### src/sv/deadline_sorted_timer_queue_assert.svh
// Assertion macros for the timer queue.
`ifndef DEADLINE_SORTED_TIMER_QUEUE_ASSERT_SVH
`define DEADLINE_SORTED_TIMER_QUEUE_ASSERT_SVH
`ifndef SYNTHESIS
`define DSTQ_ASSERT(lbl, clk, rst, prop, msg) \
  lbl: assert property (@(posedge clk) disable iff (rst) prop) else $error(msg);
`define DSTQ_ASSERT_ALWAYS(lbl, clk, prop, msg) \
  lbl: assert property (@(posedge clk) prop) else $error(msg);
`else
`define DSTQ_ASSERT(lbl, clk, rst, prop, msg)
`define DSTQ_ASSERT_ALWAYS(lbl, clk, prop, msg)
`endif
`endif

### src/sv/dstq_pkg.sv
`timescale 1ns / 1ps
package dstq_pkg;
  localparam int DSTQ_SLOTS     = 16;
  localparam int DSTQ_MAX_FIRED = 32;
  localparam logic [31:0] FIRST_ID = 32'h2000_0000;

  localparam logic [2:0] OP_CREATE     = 3'd0;
  localparam logic [2:0] OP_CLEAR      = 3'd1;
  localparam logic [2:0] OP_CLEAR_ANIM = 3'd2;
  localparam logic [2:0] OP_REMOVE     = 3'd3;
  localparam logic [2:0] OP_TICK       = 3'd4;

  localparam logic [1:0] KIND_TIMEOUT  = 2'd0;
  localparam logic [1:0] KIND_INTERVAL = 2'd1;
  localparam logic [1:0] KIND_ANIM     = 2'd2;
  localparam logic [1:0] KIND_BAD      = 2'd3;

  localparam logic [1:0] RK_ACK  = 2'd0;
  localparam logic [1:0] RK_FIRE = 2'd1;
  localparam logic [1:0] RK_DONE = 2'd2;

  localparam logic [1:0] WA_LEAVE = 2'd0;
  localparam logic [1:0] WA_SET   = 2'd1;
  localparam logic [1:0] WA_STOP  = 2'd2;

  typedef struct packed {
    logic [2:0]         opcode;
    logic [31:0]        now_ms;
    logic signed [31:0] delay_ms;
    logic [1:0]         kind_in;
    logic [31:0]        owner_in;
    logic [31:0]        id_in;
  } cmd_t;

  typedef struct packed {
    logic [1:0]  result_kind;
    logic        status;
    logic [31:0] id_out;
    logic [1:0]  kind_out;
    logic [31:0] owner_out;
    logic [1:0]  wake_action;
    logic [31:0] wake_delay;
    logic        last;
  } res_t;

  typedef struct packed {
    logic [31:0] deadline;
    logic [31:0] id;
    logic [31:0] owner;
    logic [30:0] interval;
    logic [1:0]  kind;
  } entry_t;
endpackage

### src/sv/deadline_sorted_timer_queue.sv
`timescale 1ns / 1ps
// Channel | Ports             | Handshake
// command | cmd (cmd_t)       | taken when start && !busy
// result  | res (res_t)       | one cycle each, marked by strobe
//
// Commands run one at a time; busy stays high until the last result beat.
// Cost is set by the entry RAM (one read and one write port, registered read):
// a scan or shift step is a read state and a check or write state, so create
// and clear grow with the entry count, remove-owner with its square when
// every entry is dropped, and a tick with the count for each fired timer.
// Reset empties the queue at once; RAM contents need no clearing.
// The receiver cannot stall; results are never held.
module deadline_sorted_timer_queue
  import dstq_pkg::*;
#(
  parameter int TIMER_SLOTS = DSTQ_SLOTS,
  parameter int MAX_FIRED   = DSTQ_MAX_FIRED
) (
  input  logic clk,
  input  logic rst,
  input  logic start,
  output logic busy,
  input  cmd_t cmd,
  output logic strobe,
  output res_t res
);
`include "deadline_sorted_timer_queue_assert.svh"

  localparam int IW = $clog2(TIMER_SLOTS);
  localparam int CW = $clog2(TIMER_SLOTS + 1);
  localparam int NW = $clog2(MAX_FIRED + 1);

  localparam logic [3:0] S_IDLE     = 4'd0;
  localparam logic [3:0] S_INS_GO   = 4'd1;
  localparam logic [3:0] S_INS_RD   = 4'd2;
  localparam logic [3:0] S_INS_CHK  = 4'd3;
  localparam logic [3:0] S_INS_HEAD = 4'd4;
  localparam logic [3:0] S_RM_RD    = 4'd5;
  localparam logic [3:0] S_RM_WR    = 4'd6;
  localparam logic [3:0] S_SC_RD    = 4'd7;
  localparam logic [3:0] S_SC_CHK   = 4'd8;
  localparam logic [3:0] S_HD_RD    = 4'd9;
  localparam logic [3:0] S_HD_CHK   = 4'd10;

  logic [3:0]    state;
  logic [CW-1:0] cnt;
  logic [31:0]   next_id;
  logic [CW-1:0] i;
  logic [IW-1:0] j;
  logic [IW-1:0] lpos;
  logic [NW-1:0] n;
  logic          lf;
  logic          ivl_nz;
  logic [2:0]    op;
  logic [31:0]   now;
  logic [31:0]   owner;
  logic [31:0]   id;
  entry_t        ins;

  logic          we;
  logic [IW-1:0] waddr;
  logic [IW-1:0] raddr;
  entry_t        wdata;
  entry_t        rd;

  logic [31:0]   dly;
  logic [1:0]    kfix;
  logic          rd_later;
  logic [31:0]   hd_diff;

  function automatic res_t mk(logic [1:0] rk, logic st, logic [31:0] rid, logic [1:0] rkd,
                              logic [31:0] rown, logic [1:0] wa, logic [31:0] wd, logic lst);
    res_t r;
    r.result_kind = rk;
    r.status      = st;
    r.id_out      = rid;
    r.kind_out    = rkd;
    r.owner_out   = rown;
    r.wake_action = wa;
    r.wake_delay  = wd;
    r.last        = lst;
    return r;
  endfunction

  dstq_ram #(.WIDTH($bits(entry_t)), .DEPTH(TIMER_SLOTS)) u_ram (
    .clk   (clk),
    .we    (we),
    .waddr (waddr),
    .wdata (wdata),
    .raddr (raddr),
    .rdata (rd)
  );

  assign busy     = (state != S_IDLE);
  assign dly      = (cmd.delay_ms < 32'sd1) ? 32'd1 : cmd.delay_ms;
  assign kfix     = (cmd.kind_in == KIND_BAD) ? KIND_TIMEOUT : cmd.kind_in;
  assign rd_later = (rd.deadline > ins.deadline);
  assign hd_diff  = rd.deadline - now;

  always_comb begin
    we    = 1'b0;
    waddr = '0;
    wdata = ins;
    raddr = '0;
    unique case (state)
      S_SC_RD:  raddr = i[IW-1:0];
      S_INS_RD: raddr = j;
      S_RM_RD:  raddr = j + IW'(1);
      S_INS_CHK: begin
        we    = 1'b1;
        waddr = j + IW'(1);
        wdata = rd_later ? rd : ins;
      end
      S_INS_HEAD: we = 1'b1;
      S_RM_WR: begin
        we    = 1'b1;
        waddr = j;
        wdata = rd;
      end
      default: ;
    endcase
  end

  always_ff @(posedge clk) begin
    if (rst) begin
      state   <= S_IDLE;
      cnt     <= '0;
      next_id <= FIRST_ID;
      strobe  <= 1'b0;
    end else begin
      strobe <= 1'b0;
      unique case (state)
        S_IDLE: begin
          if (start) begin
            op    <= cmd.opcode;
            now   <= cmd.now_ms;
            owner <= cmd.owner_in;
            id    <= cmd.id_in;
            i     <= '0;
            priority case (cmd.opcode)
              OP_CREATE: begin
                if (cnt >= CW'(TIMER_SLOTS)) begin
                  res    <= mk(RK_ACK, 1'b1, '0, '0, '0, WA_LEAVE, '0, 1'b1);
                  strobe <= 1'b1;
                end else begin
                  ins.deadline <= cmd.now_ms + dly;
                  ins.id       <= next_id;
                  ins.owner    <= cmd.owner_in;
                  ins.interval <= (kfix == KIND_INTERVAL) ? dly[30:0] : '0;
                  ins.kind     <= kfix;
                  next_id      <= next_id + 32'd1;
                  state        <= S_INS_GO;
                end
              end
              OP_CLEAR, OP_CLEAR_ANIM, OP_REMOVE: state <= S_SC_RD;
              OP_TICK: begin
                if (cnt == '0) begin
                  res    <= mk(RK_DONE, 1'b0, '0, '0, '0, WA_STOP, '0, 1'b1);
                  strobe <= 1'b1;
                end else begin
                  lpos  <= IW'(cnt - CW'(1));
                  n     <= '0;
                  lf    <= 1'b0;
                  state <= S_HD_RD;
                end
              end
              default: begin
                res    <= mk(RK_DONE, 1'b0, '0, '0, '0, WA_LEAVE, '0, 1'b1);
                strobe <= 1'b1;
              end
            endcase
          end
        end
        S_INS_GO: begin
          if (cnt == '0) begin
            state <= S_INS_HEAD;
          end else begin
            j     <= IW'(cnt - CW'(1));
            state <= S_INS_RD;
          end
        end
        S_INS_RD: state <= S_INS_CHK;
        S_INS_CHK, S_INS_HEAD: begin
          // shift the later entry up one slot and keep walking down
          if (state == S_INS_CHK && rd_later && j != '0) begin
            j     <= j - IW'(1);
            state <= S_INS_RD;
          end else if (state == S_INS_CHK && rd_later) begin
            state <= S_INS_HEAD;
          end else begin
            cnt <= cnt + CW'(1);
            if (op == OP_CREATE) begin
              if (state == S_INS_HEAD) begin
                res <= mk(RK_ACK, 1'b0, ins.id, '0, '0, WA_SET, ins.deadline - now, 1'b1);
              end else begin
                res <= mk(RK_ACK, 1'b0, ins.id, '0, '0, WA_LEAVE, '0, 1'b1);
              end
              strobe <= 1'b1;
              state  <= S_IDLE;
            end else begin
              if (!lf && (state == S_INS_HEAD || (j + IW'(1)) <= lpos)) begin
                lpos <= lpos + IW'(1);
              end
              state <= S_HD_RD;
            end
          end
        end
        S_RM_RD: begin
          if ((CW'(j) + CW'(1)) < cnt) begin
            state <= S_RM_WR;
          end else begin
            cnt <= cnt - CW'(1);
            priority case (op)
              OP_REMOVE: state <= S_SC_RD;
              OP_TICK: begin
                if (!lf) begin
                  lpos <= lpos - IW'(1);
                end
                state <= ivl_nz ? S_INS_GO : S_HD_RD;
              end
              default: begin
                res    <= mk(RK_DONE, 1'b0, '0, '0, '0, WA_LEAVE, '0, 1'b1);
                strobe <= 1'b1;
                state  <= S_IDLE;
              end
            endcase
          end
        end
        S_RM_WR: begin
          j     <= j + IW'(1);
          state <= S_RM_RD;
        end
        S_SC_RD: begin
          if (i < cnt) begin
            state <= S_SC_CHK;
          end else if (op == OP_REMOVE) begin
            state <= S_HD_RD;
          end else begin
            res    <= mk(RK_DONE, 1'b0, '0, '0, '0, WA_LEAVE, '0, 1'b1);
            strobe <= 1'b1;
            state  <= S_IDLE;
          end
        end
        S_SC_CHK: begin
          j <= i[IW-1:0];
          if (op == OP_REMOVE) begin
            if (rd.owner == owner) begin
              state <= S_RM_RD;
            end else begin
              i     <= i + CW'(1);
              state <= S_SC_RD;
            end
          end else if (rd.id == id && rd.owner == owner) begin
            if ((op == OP_CLEAR_ANIM) == (rd.kind == KIND_ANIM)) begin
              state <= S_RM_RD;
            end else begin
              res    <= mk(RK_DONE, 1'b0, '0, '0, '0, WA_LEAVE, '0, 1'b1);
              strobe <= 1'b1;
              state  <= S_IDLE;
            end
          end else begin
            i     <= i + CW'(1);
            state <= S_SC_RD;
          end
        end
        S_HD_RD: begin
          if (cnt != '0) begin
            state <= S_HD_CHK;
          end else begin
            res    <= mk(RK_DONE, 1'b0, '0, '0, '0,
                         (op == OP_TICK) ? WA_STOP : WA_LEAVE, '0, 1'b1);
            strobe <= 1'b1;
            state  <= S_IDLE;
          end
        end
        S_HD_CHK: begin
          if (op == OP_REMOVE) begin
            res    <= mk(RK_DONE, 1'b0, '0, '0, '0, WA_SET,
                         hd_diff[31] ? 32'd0 : hd_diff, 1'b1);
            strobe <= 1'b1;
            state  <= S_IDLE;
          end else if (lf || n >= NW'(MAX_FIRED) || rd.deadline > now) begin
            res    <= mk(RK_DONE, 1'b0, '0, '0, '0, WA_SET,
                         (rd.deadline > now) ? hd_diff : 32'd0, 1'b1);
            strobe <= 1'b1;
            state  <= S_IDLE;
          end else begin
            // fire the head, then drop it and requeue if periodic
            res    <= mk(RK_FIRE, 1'b0, rd.id, rd.kind, rd.owner, WA_LEAVE, '0, 1'b0);
            strobe <= 1'b1;
            ins    <= '{deadline: rd.deadline + {1'b0, rd.interval}, id: rd.id,
                        owner: rd.owner, interval: rd.interval, kind: rd.kind};
            ivl_nz <= (rd.interval != '0);
            lf     <= (lpos == '0);
            n      <= n + NW'(1);
            j      <= '0;
            state  <= S_RM_RD;
          end
        end
        default: state <= S_IDLE;
      endcase
    end
  end

  `DSTQ_ASSERT(a_write_busy, clk, rst, we |-> busy, "RAM write while idle")
  `DSTQ_ASSERT(a_cnt_range, clk, rst, cnt <= CW'(TIMER_SLOTS), "entry count overflow")
  `DSTQ_ASSERT(a_last_idle, clk, rst, strobe && res.last |-> !busy, "last beat while busy")
  `DSTQ_ASSERT(a_fire_busy, clk, rst, strobe && !res.last |-> busy, "fire beat ends command")
  `DSTQ_ASSERT(a_start_acts, clk, rst, start && !busy |=> busy || strobe, "command dropped")
endmodule

### src/sv/dstq_ram.sv
`timescale 1ns / 1ps
module dstq_ram #(
  parameter int WIDTH = 8,
  parameter int DEPTH = 16
) (
  input  logic                     clk,
  input  logic                     we,
  input  logic [$clog2(DEPTH)-1:0] waddr,
  input  logic [WIDTH-1:0]         wdata,
  input  logic [$clog2(DEPTH)-1:0] raddr,
  output logic [WIDTH-1:0]         rdata
);
  logic [WIDTH-1:0] mem [DEPTH];

  always_ff @(posedge clk) begin
    if (we) begin
      mem[waddr] <= wdata;
    end
    rdata <= mem[raddr];
  end
endmodule

### config.mk
export PLATFORM = sky130hd
export DESIGN_NAME = deadline_sorted_timer_queue
export DESIGN_NICKNAME = d
export VERILOG_FILES = /design/src/sv/dstq_pkg.sv /design/src/sv/deadline_sorted_timer_queue.sv /design/src/sv/dstq_ram.sv
export VERILOG_INCLUDE_DIRS = /design/src /design/src/sv
export SDC_FILE = /design/constraint.sdc
export NUM_CORES = 2
export LEC_CHECK = 0
export BUFFER_PORTS_ARGS = -buffer_cell sky130_fd_sc_hd__buf_2
export CAP_MARGIN = 20
export CORE_ASPECT_RATIO = 1.75
export CORE_MARGIN = 8
export CORE_UTILIZATION = 62
export DETAILED_ROUTE_END_ITERATION = 8
export GPL_TIMING_DRIVEN = 1
export PLACE_DENSITY = 0.78
export SYNTH_ARGS = -nofsm -noshare
export SYNTH_HDL_FRONTEND = slang
export SYNTH_SLANG_ARGS = --single-unit
### constraint.sdc
create_clock -name clk -period 17.3 [get_ports clk]
set_input_delay 5.19 -clock clk [delete_from_list [all_inputs] [get_ports clk]]
set_output_delay 5.19 -clock clk [all_outputs]
set_load 0.02 [all_outputs]
==> Word-level counts from Yosys, hierarchy flattened <==
Memories as Yosys holds them, arrays and structs flattened. A register that Yosys moved wholly into a read port is not among the register bits.
Index checks and enable logic that the tools add are counted.
{ "totals": {"reg_bits": 395, "mem_bits_rw": 2064, "input_bits": 136, "out_inout_bits": 106, "mem_count": 1} }
{ "classes": {"addsub": 14, "magnitude_cmp": 8, "eq_ne": 55, "muxes": 111, "bitwise": 4, "reduce_logical": 38} }
{ "mem_list": {"columns": ["memory", "words", "width", "read_ports", "rd_ports_with_merged_regs", "wr", "line_no", "rtl"], "rows": [
  ["u_ram.mem", 16, 129, 1, 1, 1, "dstq_ram.sv:13", "logic [WIDTH-1:0] mem [DEPTH];"]
]} }
{ "op_table": {"columns": ["cell", "n"], "rows": [
  ["2-to-1 mux 104 bit", 16],
  ["2-to-1 mux 129 bit", 6],
  ["one-hot mux 104 bit (7 select lines)", 1],
  ["one-hot mux 129 bit (2 select lines)", 2],
  ["one-hot mux 104 bit (3 select lines)", 1],
  ["2-to-1 mux 4 bit", 26],
  ["equality test 32 bit", 2],
  ["greater-than comparator 32 bit", 2],
  ["2-to-1 mux 32 bit", 2],
  ["subtractor 32 bit", 2],
  ["2-to-1 mux 31 bit", 2],
  ["!= test 2 bit, second input constant", 23],
  ["one-hot mux 4 bit (10 select lines)", 1],
  ["one-hot mux 4 bit (3 select lines)", 3],
  ["2-to-1 mux 5 bit", 7],
  ["2-to-1 mux 34 bit", 1],
  ["adder 32 x 1 -> 32 bit, second input constant", 1],
  ["adder 32 x 31 -> 32 bit", 1],
  ["adder 32 bit", 1],
  ["less-than comparator 32 x 2 -> 1 bit, second input constant", 1],
  ["nonzero test 31 bit", 1],
  ["2-to-1 mux 6 bit", 5],
  ["2-to-1 mux 1 bit", 22],
  ["one-hot mux 4 bit (5 select lines)", 1],
  ["52 further kinds", 100]
]} }

==> Depth between registers and ports, before layout <==
{ "logic_depth": {"ltp_word": 9, "ltp_mapped": 18, "ltp_nobuf": 17} }

==> Modules after synthesis <==
From an unflattened synthesis, not the netlist that was laid out.
{ "hier_totals": {"cells_unflattened": 5956, "hier_area_um2": 106113.0} }
{ "modules_own_cells": {"columns": ["module", "instances", "cells_per_inst", "area_each_um2", "seq_area_each_um2"], "rows": [
  ["dstq_ram", 1, 3370, 80334.5, 64561.9],
  ["deadline_sorted_timer_queue", 1, 2586, 25778.5, 11441.0]
]} }

==> Worst setup path before layout <==
Ideal clock, no wire load.
{ "synth_path": {"path_type": "input to register", "from": "input port cmd[132] in the netlist's numbering", "to": "register ins[0] in the netlist's numbering (enable)", "setup_time_ps": 808, "arrival_ps": 15437, "required_time_ps": 16492, "slack_ps": 1054, "cell_stages": 3, "cell_sequence": "or3_1 -> or3_1 -> a211oi_1"} }
{ "synth_via": {"elab_chain_len": 3} }
{ "synth_rtl": {"columns": ["element", "line_no", "rtl"], "rows": [
  ["from (decl)", "deadline_sorted_timer_queue.sv:23", "input cmd_t cmd,"],
  ["zero test 3 bit", "deadline_sorted_timer_queue.sv:140", "priority case (cmd.opcode)"],
  ["!= test 2 x 1 -> 1 bit (no source line)", null, null],
  ["AND reduction 7 bit (no source line)", null, null],
  ["to (signal assigned)", "deadline_sorted_timer_queue.sv:291", "ins <= '{deadline: rd.deadline + {1'b0, rd.interval}, id: rd.id,"],
  ["to (decl)", "deadline_sorted_timer_queue.sv:58", "entry_t ins;"]
]} }
Every way passes these cells.
A chain may end at the register's enable or synchronous reset.

==> Final worst setup path <==
{ "layout_path": {"from": "input port cmd[81] in the netlist's numbering", "to": "register ins[127] in the netlist's numbering (data pin)"} }
{ "layout_via": {"elab_chain_len": 7} }
{ "layout_rtl": {"columns": ["element", "line_no", "rtl"], "rows": [
  ["less-than comparator 32 x 2 -> 1 bit", "deadline_sorted_timer_queue.sv:95", "assign dly = (cmd.delay_ms < 32'sd1) ? 32'd1 : cmd.delay_ms;"],
  ["2-to-1 mux 32 bit (*)", "deadline_sorted_timer_queue.sv:95", null],
  ["adder 32 bit (*)", "deadline_sorted_timer_queue.sv:146", "ins.deadline <= cmd.now_ms + dly;"],
  ["2-to-1 mux 129 bit (*)", "deadline_sorted_timer_queue.sv:142", "if (cnt >= CW'(TIMER_SLOTS)) begin"],
  ["2-to-1 mux 129 bit (*)", "deadline_sorted_timer_queue.sv:140", null],
  ["2-to-1 mux 129 bit (*)", "deadline_sorted_timer_queue.sv:134", "if (start) begin"],
  ["one-hot mux 129 bit (2 select lines) (*)", "deadline_sorted_timer_queue.sv:132", "unique case (state)"]
]} }
Mark *: on every way between the ends. The rest lies on a longest branch, timed or not. The select of a mux whose other input is x is not followed.

==> flow_summary.yaml <==
clock_network:
  cts_setup_buffers: 0
  clk_latency_ns: 0.87
  cts_sinks: 2588
  cts_tree: "done"
  cts_buffer_depth: 4
  numCtsBuffers: 218
  cts_resized: 0
  clk_pin_slew_worst_paths_ns: 0.07
  cts_hold_buffers: 0
  root_buffer: "clkbuf_16"
  htreeDepth: 4
sta:
  rsz0062_at_grt: "false"
  fmax_mhz: 106.6
  tightest_slew_ns: 1.199
  final_max_slew_viol_count: 0
  hold_viol_final: 0
  fin_skew_ns: 0.05708
  slew_headroom: 0.1944
  setup_tns_ns: 0
  fin_crit_sh: 0.5421
  finalSetupViolations: 0
  finalCriticalPeriod_ns: 9.378
placement:
  dp_hpwl_um: 159000
  place.gp.congestion: 0.9650
  port_buffers: 241
synth:
  synth_area_leader_cell: "edfxtp_1"
  syn_inst: 6132
  synthArstFlopShare: 0
  synthDominantCellAreaShare: 0.6808
  synthTopCellsByArea: "edfxtp_1 68%, mux4_2 11%, dfxtp_1 3.2%"
  synthesis.nets: 6453
  yosys_most_used_dff: "edfxtp_1"
  syn_area_mm2: 0.1066
  synth-seq-cells: 2588
  yosysMostFrequentCell: "edfxtp_1"
  synth.distinct_cells: 85
  synth_edf_count: 2417
  ys_top_cells_by_count: "2,417 x edfxtp_1, 585 x nand2_1, 516 x mux4_2"
  postSynthAreaPerCell_um2: 17.39
  yosys_warnings: 0
  seq_area_frac_synth: 0.7129
finish:
  syn_to_final_growth_pct: 10.51
  layout.nets: 6731
  drive_above_1_share: 0.2057
  regArea_mm2: 0.07600
  multiInputGateArea_mm2: 0.02914
  final_core_util: 0.6889
  nFillCells: 10570
grt:
  grt-ovfl-total: 0
  track_usage: 0.2982
  grt_pass1_vias: 61000
  grt_pass1_wl_um: 405100
  grt_max_degree: 153
  antenna_found_initial: 24
detailed_routing:
  wirelength_um: 280200
  drc: 0
  wire_per_inst_um: 31.75
  postRouteAntennaNets: 0
  via_per_inst: 6.859
  vias: 60530
  firstDrtPassIters: 6
  first_iter_violations: 7785
setup_path:
  crit_arrival_ns: 9.97
  crit_type: "input pin to register"
  worstPathRequired_ns: 17.89
  critPathCaptureType: "register"
  cp_max_fo: 32
  start_kind: "input pin"
floorplan:
  num_rows: 201
  initial_core_util: 0.6234
  coreArea_mm2: 0.1710
  die_area_mm2: 0.1860
  die_w_um: 329.5
  fp.dieH_um: 564.6
  num_io_pins: 242
run_status:
  status: "complete, no violations"
flow_run:
  drv_cap: 0
power_and_ir_drop:
  ir_drop_uv: 121.4
  power.density_mw_per_mm2: 147.4
  power.leakage_uw: 0.03882
worst_hold_path:
  hp-class: "register to register"
where the power goes:
part	internal (uW)	switching, uW	leakage (uW)
Clock	2810	2190	0.00347
Sequential	7520	569	0.0233
Combinational	1690	2590	0.0120
Total	12000	5360	0.0388
per-stage QoR:
stage          worst slack (ns)  instance area, um^2  hold slack [ns]  power [uW]  instances
6_report                  7.922               117800           0.5034       17370       8825
5_1_grt                   7.752               117800           0.5185       17950       8818
4_1_cts                   8.068               117800           0.4937       17360       8815
3_5_place_dp              7.176               110600           0.4813       12390       8421
3_3_place_gp              7.176               110500           0.4682       12300       8419
2_1_floorplan             1.054               106600           0.4581       10970       6132
cell usage in the layout, fill, tap and decap left out, drive strengths merged, types with 52 or more instances in the layout:
cell type / synthesis / final
a21oi: 156 / 156
nand3: 52 / 52
a21o: 55 / 55
o21ai: 116 / 116
a31oi: 145 / 145
edfxtp: 2417 / 2417
a211oi: 141 / 141
mux4: 516 / 516
ha: 180 / 180
clkbuf: 159 / 292
nor2: 172 / 172
dfxtp: 171 / 171
inv: 117 / 124
xor2: 118 / 118
and2: 175 / 175
nor2b: 53 / 53
xnor2: 91 / 91
mux2: 127 / 127
a22o: 67 / 67
buf: 126 / 343
clkinv: 0 / 53
nand2: 586 / 586
flip-flops by register name, indices dropped and copies added (netlist names), 5 cells and up:
register     count
next_id         32
i                5
u_ram.rdata    129
res            104
owner           32
n                6
ins            129
id              32
cnt              5
u_ram.mem     2064
now             32
critical path, stage by stage:
cell	delay [ns]
buf_2	0.12
nor4_1	0.33
nand4_1	0.25
nor2_1	0.16
ha_1	0.23
buf_4	0.25
or2_2	0.37
ha_1	0.25
fa_1	0.44
a21oi_1	0.23
nand4b_1	0.17
nand3_1	0.19
nor4b_1	0.25
o31ai_1	0.51
a21oi_1	0.19
and3_1	0.25
a221oi_1	0.29
xor2_1	0.19
mux2i_1	0.10
path summary, 6_finish.rpt:
| path | from | to | slack (ns) | depth (start not counted) |
|---|---|---|---|---|
| min reg2reg | next_id[21] | next_id[21] | 0.50 | 2 |
| min | next_id[21] | next_id[21] | 0.50 | 2 |
| max reg2reg | state[1] | u_ram.mem[14][54] | 11.01 | 11 |
| max | cmd[81] | ins[127] | 7.92 | 19 |
layer usage:
| layer | routed length, um | share of wire | global-route usage |
|---|---|---|---|
| met5 | 63 | 0.00022 | 0 |
| met4 | 13240 | 0.047 | 0.1255 |
| met3 | 30920 | 0.11 | 0.06380 |
| met2 | 135100 | 0.48 | 0.4865 |
| met1 | 100900 | 0.36 | 0.3924 |
final cells by class:
class | instances | area share
inverter | 117 | 0.003728
multi-input combinational | 3142 | 0.2473
clock inverter | 102 | 0.01032
timing repair buffer | 343 | 0.01873
tap | 2233 | 0.02371
sequential | 2588 | 0.6451
antenna | 8 | 0.0001699
clock buffer | 292 | 0.05089
kinds of logic (layout without fill, tap and decap cells):
kind of cell,count (synthesis),in the layout,share of synthesized area
other,0,8,0
flip-flops,2588,2588,0.7129
AO/OA/AOI/OAI,843,843,0.05312
AND/OR/NAND/NOR,1251,1251,0.05558
buffers and inverters,402,854,0.01571
XOR/XNOR,209,209,0.01717
adder cells (fa/ha/maj),185,185,0.02206
multiplexers,654,654,0.1235
No activity file was read; power rests on OpenSTA's default activity.
